File: src/hdl/evr_pkg.sv
// evr_pkg: shared types and constants for the edge vertex relabel block
// holds field widths, controller states and the command/status structs
// no dependencies
package evr_pkg;

   // fixed field widths of the request and response
   localparam int VERTEX_W = 32;
   localparam int OUT_W    = 11;

   // response status codes
   localparam logic STATUS_OK   = 1'b0;
   localparam logic STATUS_FULL = 1'b1;

   // controller states, one-hot
   typedef enum logic [5:0] {
      ST_IDLE   = 6'b000001,
      ST_SCAN   = 6'b000010,
      ST_DECIDE = 6'b000100,
      ST_INS_A  = 6'b001000,
      ST_INS_B  = 6'b010000,
      ST_RESP   = 6'b100000
   } evr_state_type;

   // commands from controller to datapath
   typedef struct packed {
      logic load;       // capture request keys and start the table scan
      logic ins_a;      // insert first key if not found
      logic ins_b;      // insert second key if not found
      logic load_rsp;   // load the response register
      logic rsp_full;   // response reports a rejected edge
   } evr_cmd_type;

   // status from datapath to controller
   typedef struct packed {
      logic self_loop;  // raw ids of the offered request are equal
      logic scan_done;  // table scan finished
      logic full;       // new keys do not fit in the table
      logic out_free;   // response register can take a new value
   } evr_status_type;

endpackage

File: src/hdl/evr_ctrl.sv
// evr_ctrl: sequencing state machine of the edge vertex relabel block
// depends on evr_pkg for states and the command/status structs
module evr_ctrl (
   input  logic                    clock,
   input  logic                    reset,
   input  logic                    req_valid,
   output logic                    req_ready,
   input  evr_pkg::evr_status_type sts,
   output evr_pkg::evr_cmd_type    cmd
);
   import evr_pkg::*;

   evr_state_type state_ff, state_in;
   logic          reject_ff, reject_in;

   // state register
   always_ff @(posedge clock) begin
      if (reset) begin
         state_ff  <= ST_IDLE;
         reject_ff <= 1'b0;
      end else begin
         state_ff  <= state_in;
         reject_ff <= reject_in;
      end
   end

   assign req_ready = (state_ff == ST_IDLE);

   // next state and commands
   always_comb begin
      state_in  = state_ff;
      reject_in = reject_ff;
      cmd       = '0;
      case (state_ff)
         ST_IDLE: begin
            // a self-loop is taken and dropped here
            if (req_valid && !sts.self_loop) begin
               cmd.load = 1'b1;
               state_in = ST_SCAN;
            end
         end
         ST_SCAN: begin
            if (sts.scan_done) state_in = ST_DECIDE;
         end
         ST_DECIDE: begin
            reject_in = sts.full;
            state_in  = sts.full ? ST_RESP : ST_INS_A;
         end
         ST_INS_A: begin
            cmd.ins_a = 1'b1;
            state_in  = ST_INS_B;
         end
         ST_INS_B: begin
            cmd.ins_b = 1'b1;
            state_in  = ST_RESP;
         end
         ST_RESP: begin
            cmd.rsp_full = reject_ff;
            if (sts.out_free) begin
               cmd.load_rsp = 1'b1;
               state_in     = ST_IDLE;
            end
         end
         default: begin
            state_in = ST_IDLE;
         end
      endcase
   end

endmodule

File: config.mk
export PLATFORM = sky130hd
export DESIGN_NAME = evr_ctrl
export DESIGN_NICKNAME = d
export VERILOG_FILES = /design/src/hdl/evr_pkg.sv /design/src/hdl/evr_ctrl.sv
export SDC_FILE = /design/constraint.sdc
export NUM_CORES = 1
export LEC_CHECK = 0
export ABC_AREA = 1
export BUFFER_PORTS_ARGS = -buffer_cell sky130_fd_sc_hd__buf_2
export CAP_MARGIN = 25
export CORE_AREA = 2 2 39 41
export DETAILED_ROUTE_END_ITERATION = 8
export DIE_AREA = 0 0 41 43
export GPL_ROUTABILITY_DRIVEN = 0
export SLEW_MARGIN = 20
export SYNTH_ARGS = -nofsm -noshare
export SYNTH_HDL_FRONTEND = slang
export SYNTH_SLANG_ARGS = --single-unit
File: constraint.sdc
create_clock -name clock -period 1.55 [get_ports clock]
set_input_delay 0.0775 -clock clock [delete_from_list [all_inputs] [get_ports clock]]
set_output_delay 0.0775 -clock clock [all_outputs]
set_load 0.005 [all_outputs]
======== After elaboration in Yosys (flattened, before gate mapping) ========
Cells that the tools add are included.
operators by class
  reduce and logical (&&, ||, !) cells .... 3
  equality and inequality tests ........... 9
  mux-type cells .......................... 11
operators by type and width
  cell                  count
  $pmux W6 S6           1
  $mux W6               4
  $eq A6 B1 Y1 const B  1
  $eq A6 B2 Y1 const B  1
  $eq A6 B3 Y1 const B  1
  $eq A6 B4 Y1 const B  1
  $eq A6 B5 Y1 const B  1
  $eq A6 B6 Y1 const B  1
  $mux W1               5
  $ne A2 B2 Y1 const B  2
  $reduce_and A3 Y1     1
  $mux W2               1
  $ne A2 B1 Y1 const B  1
  $logic_and A1 B1 Y1   1
  $logic_not A1 Y1      1
word-level totals
  output and inout port bits .............. 6
  flip-flop bits (word level) ............. 7
  bits of input ports ..................... 7
  word-level logic and storage cells ...... 25

======== Logic depth before layout (Yosys ltp) ========
  depth after elaboration ................. 4
  mapped depth ............................ 8
  mapped depth without buffers ............ 8

======== Worst setup path before layout ========
No wires, ideal clock.
  kind .................................... reg2reg
  from .................................... register state_ff[4]
  to ...................................... register state_ff[0]
  setup slack ............................. 559 ps
  setup time .............................. 120 ps
  data required time ...................... 1430 ps
  arrival time ............................ 871 ps
  path buffers ............................ 0
  cell stages (with the launch flop) ...... 7
  period minus slack after synthesis ...... 991 ps
  path through ............................ dfxtp_1 nor2_4 nand3_2 nor2_4 nor2_1 nand2_1 nand3_1
on the way
  word-level cells in the longest chain between the ends .. 3
  elaborated cells on any way between the ends .. 11
  those cells by class .................... 9 x eq/ne; 1 x mux; 1 x reduce/logical
RTL lines
  element                                                               RTL line        source
  start: declaration                                                    evr_ctrl.sv:13  evr_state_type state_ff, state_in;
  start signal: assignment                                              evr_ctrl.sv:22  state_ff <= state_in;
  $eq A6 B2 Y1 (tied with other cells)                                  evr_ctrl.sv:34  case (state_ff)
  $ne A2 B2 Y1 (no source line) / $ne A2 B1 Y1 (equally long branches)  -
  $reduce_and A3 Y1 (no source line)                                    -
Several ways; a longest one is shown, not always the timed one.
A chain may end at the register's enable or synchronous reset.

==> impl_metrics.toml <==
[layout]
drive_above_1_share_pct = 36.1
syn_to_final_growth_pct = 23.5
n_fill_cell = 150
stdcell_count = 99
nets = 91
diodes = 0

[timing]
drv_slew = 0
fmax_mhz = 754
hold-worst-slack_ns = 0.0170
rsz0062_at_grt = "no"
final.period_utilization_pct = 85.5
tightest_slew_ns = 0.280
hold_viol = 0
relSlewSlack_pct = 81.3
tns_ns = 0
worst_clock_skew_ns = 0.000127
setup_viol_count_final = 0
final.min_clock_period_ns = 1.33

[cts]
root_buffer = "clkbuf_4"
cts.sinks = 7
postCtsHoldBufs = 0
clock_path_buffers = 2
post_cts_resized = 0
clock_latency_ns = 0.26
cts_made_buffers = 3
cts_setup_buffers = 0
clkTransAtPathRegs_ns = 0.06
cts_tree = "yes"
htree_levels = 1

[floorplan]
die_h_um = 43
fp.dieArea_um2 = 1760
rows = 14
io_pins = 13
coreArea_um2 = 1380
start_util_pct = 32.7
die_w_um = 41

[route]
drc = 0
via_per_inst = 4.52
dr_wl_met2_um = 446
drt-total-wl_um = 938
met3_length_um = 44
vias = 447
highest_layer = "met4"
wl_met1_um = 421
drtAntennaViolNets = 0
wire_per_inst_um = 9.47
drtPass1Iterations = 5
drtIter0Drc = 3

[logic_synthesis]
yosys-top-cells-count = "17 x inv_1, 11 x nor2_1, 7 x dfxtp_1"
syn-num-nets = 74
synth_edf_count = 0
synth_cells = 67
ys_ff_latch = 7
synth_most_common_cell = "inv_1"
yosys-top-cells-area = "dfxtp_1 31%, inv_1 14%, nor2_1 9.1%"
synthArstFlopShare_pct = 0
synth_ff_type = "dfxtp_1"
synth_area_um2 = 453
avgSynthCellArea_um2 = 6.76
yosysTopAreaCell = "dfxtp_1"
synth_top_area_share_pct = 30.9
ys_seq_area_share_pct = 30.9
synth_cell_types = 16
yosysWarnings = 0

[setup_path]
cp-start-kind = "register"
critical_path_class = "register to primary output"
timing.reg2reg.setup_slack_ns = 0.45
cp-end-kind = "primary output"
cp.arrival_ns = 1.25
worstPathRequired_ns = 1.47
crit_fanout = 5

[placement]
hpwl_um = 763
placed_cells = 95
placement.io_buffers = 12

[job]
maxCapViolCount = 0

[power_and_ir_drop]
total_leakage_power_uw = 0.000330
ir_drop_uv = 294
power_uw = 434
powerDensity_nw_per_um2 = 777

[grt]
antenna_found_initial = 0
grt_usage_pct = 14.0
grt_pass1_wl_um = 1610
grt_pass1_vias = 402
grt-ovfl-total = 0
grt_max_degree = 6

[hold_path]
hold_path.class = "input port to register"

[status]
status = "complete, no violations"
==> worst paths after layout <==
kind                 end  cells after the start         from
max               cmd[4]                      6  state_ff[4]
min          state_ff[3]                      2       sts[1]
max reg2reg  state_ff[4]                      6  state_ff[4]
min reg2reg    reject_ff                      2    reject_ff
==> state kept, by name, summed over array words and instances, names as in the netlist <==
signal / count
state_ff: 6
reject_ff: 1
==> routing by layer <==
layer / track usage, % / vias up
li1: - / 236
met2: 19.4 / 14
met1: 17.3 / 193
met4: 10.0 / 0
met5: 0 / -
met3: 4.71 / 4
==> critical path, stage by stage, from the launching register on <==
cell and delay [ns]:
dfxtp_1 0.35, nor2_4 0.19, nand3_2 0.15, inv_2 0.09, nand2_2 0.05, inv_1 0.06, buf_2 0.10
==> through the flow <==
stage	utilization [%]	area, um^2	setup WS (ns)
finish	40.4	559	0.224
global route	40.4	559	0.0835
CTS	40.4	559	0.211
detailed placement	38.5	533	0.457
global placement	38.5	533	0.482
floorplan	-	453	0.559
==> kinds of logic (layout without fill, tap and decap cells) <==
group,Yosys count,in the layout,synth area share [%]
and+or+nand+nor,36,36,47.0
buffers and inverters,19,35,15.7
DFF,7,7,30.9
AOI/OAI and AO/OA,5,5,6.35
==> cells in the final DEF (no fill, tap or decap), drive strengths merged <==
cell type and count:
a21oi 2, o21ai 3, nand3 7, nand4 2, clkbuf 4, dfxtp 7
nor3 3, nor2 16, nand2 8, buf 12, inv 19
==> final cells by class <==
class	instances	area [um^2]	area share, %
Multi-Input combinational cell	41	241	43.2
Sequential cell	7	140	25.1
Inverter	19	71.3	12.8
Timing Repair Buffer	12	60.1	10.7
Clock buffer	4	26.3	4.70
Tap cell	16	20.0	3.58
==> report_power, final <==
group	switching [uW]	leakage (uW)	internal [uW]
Combinational	42.8	0.000258	27.1
Sequential	3.27	0.0000568	185
Clock	77.9	0.0000150	98.9
Total	124	0.000330	311
No activity file was read; power rests on OpenSTA's default activity.
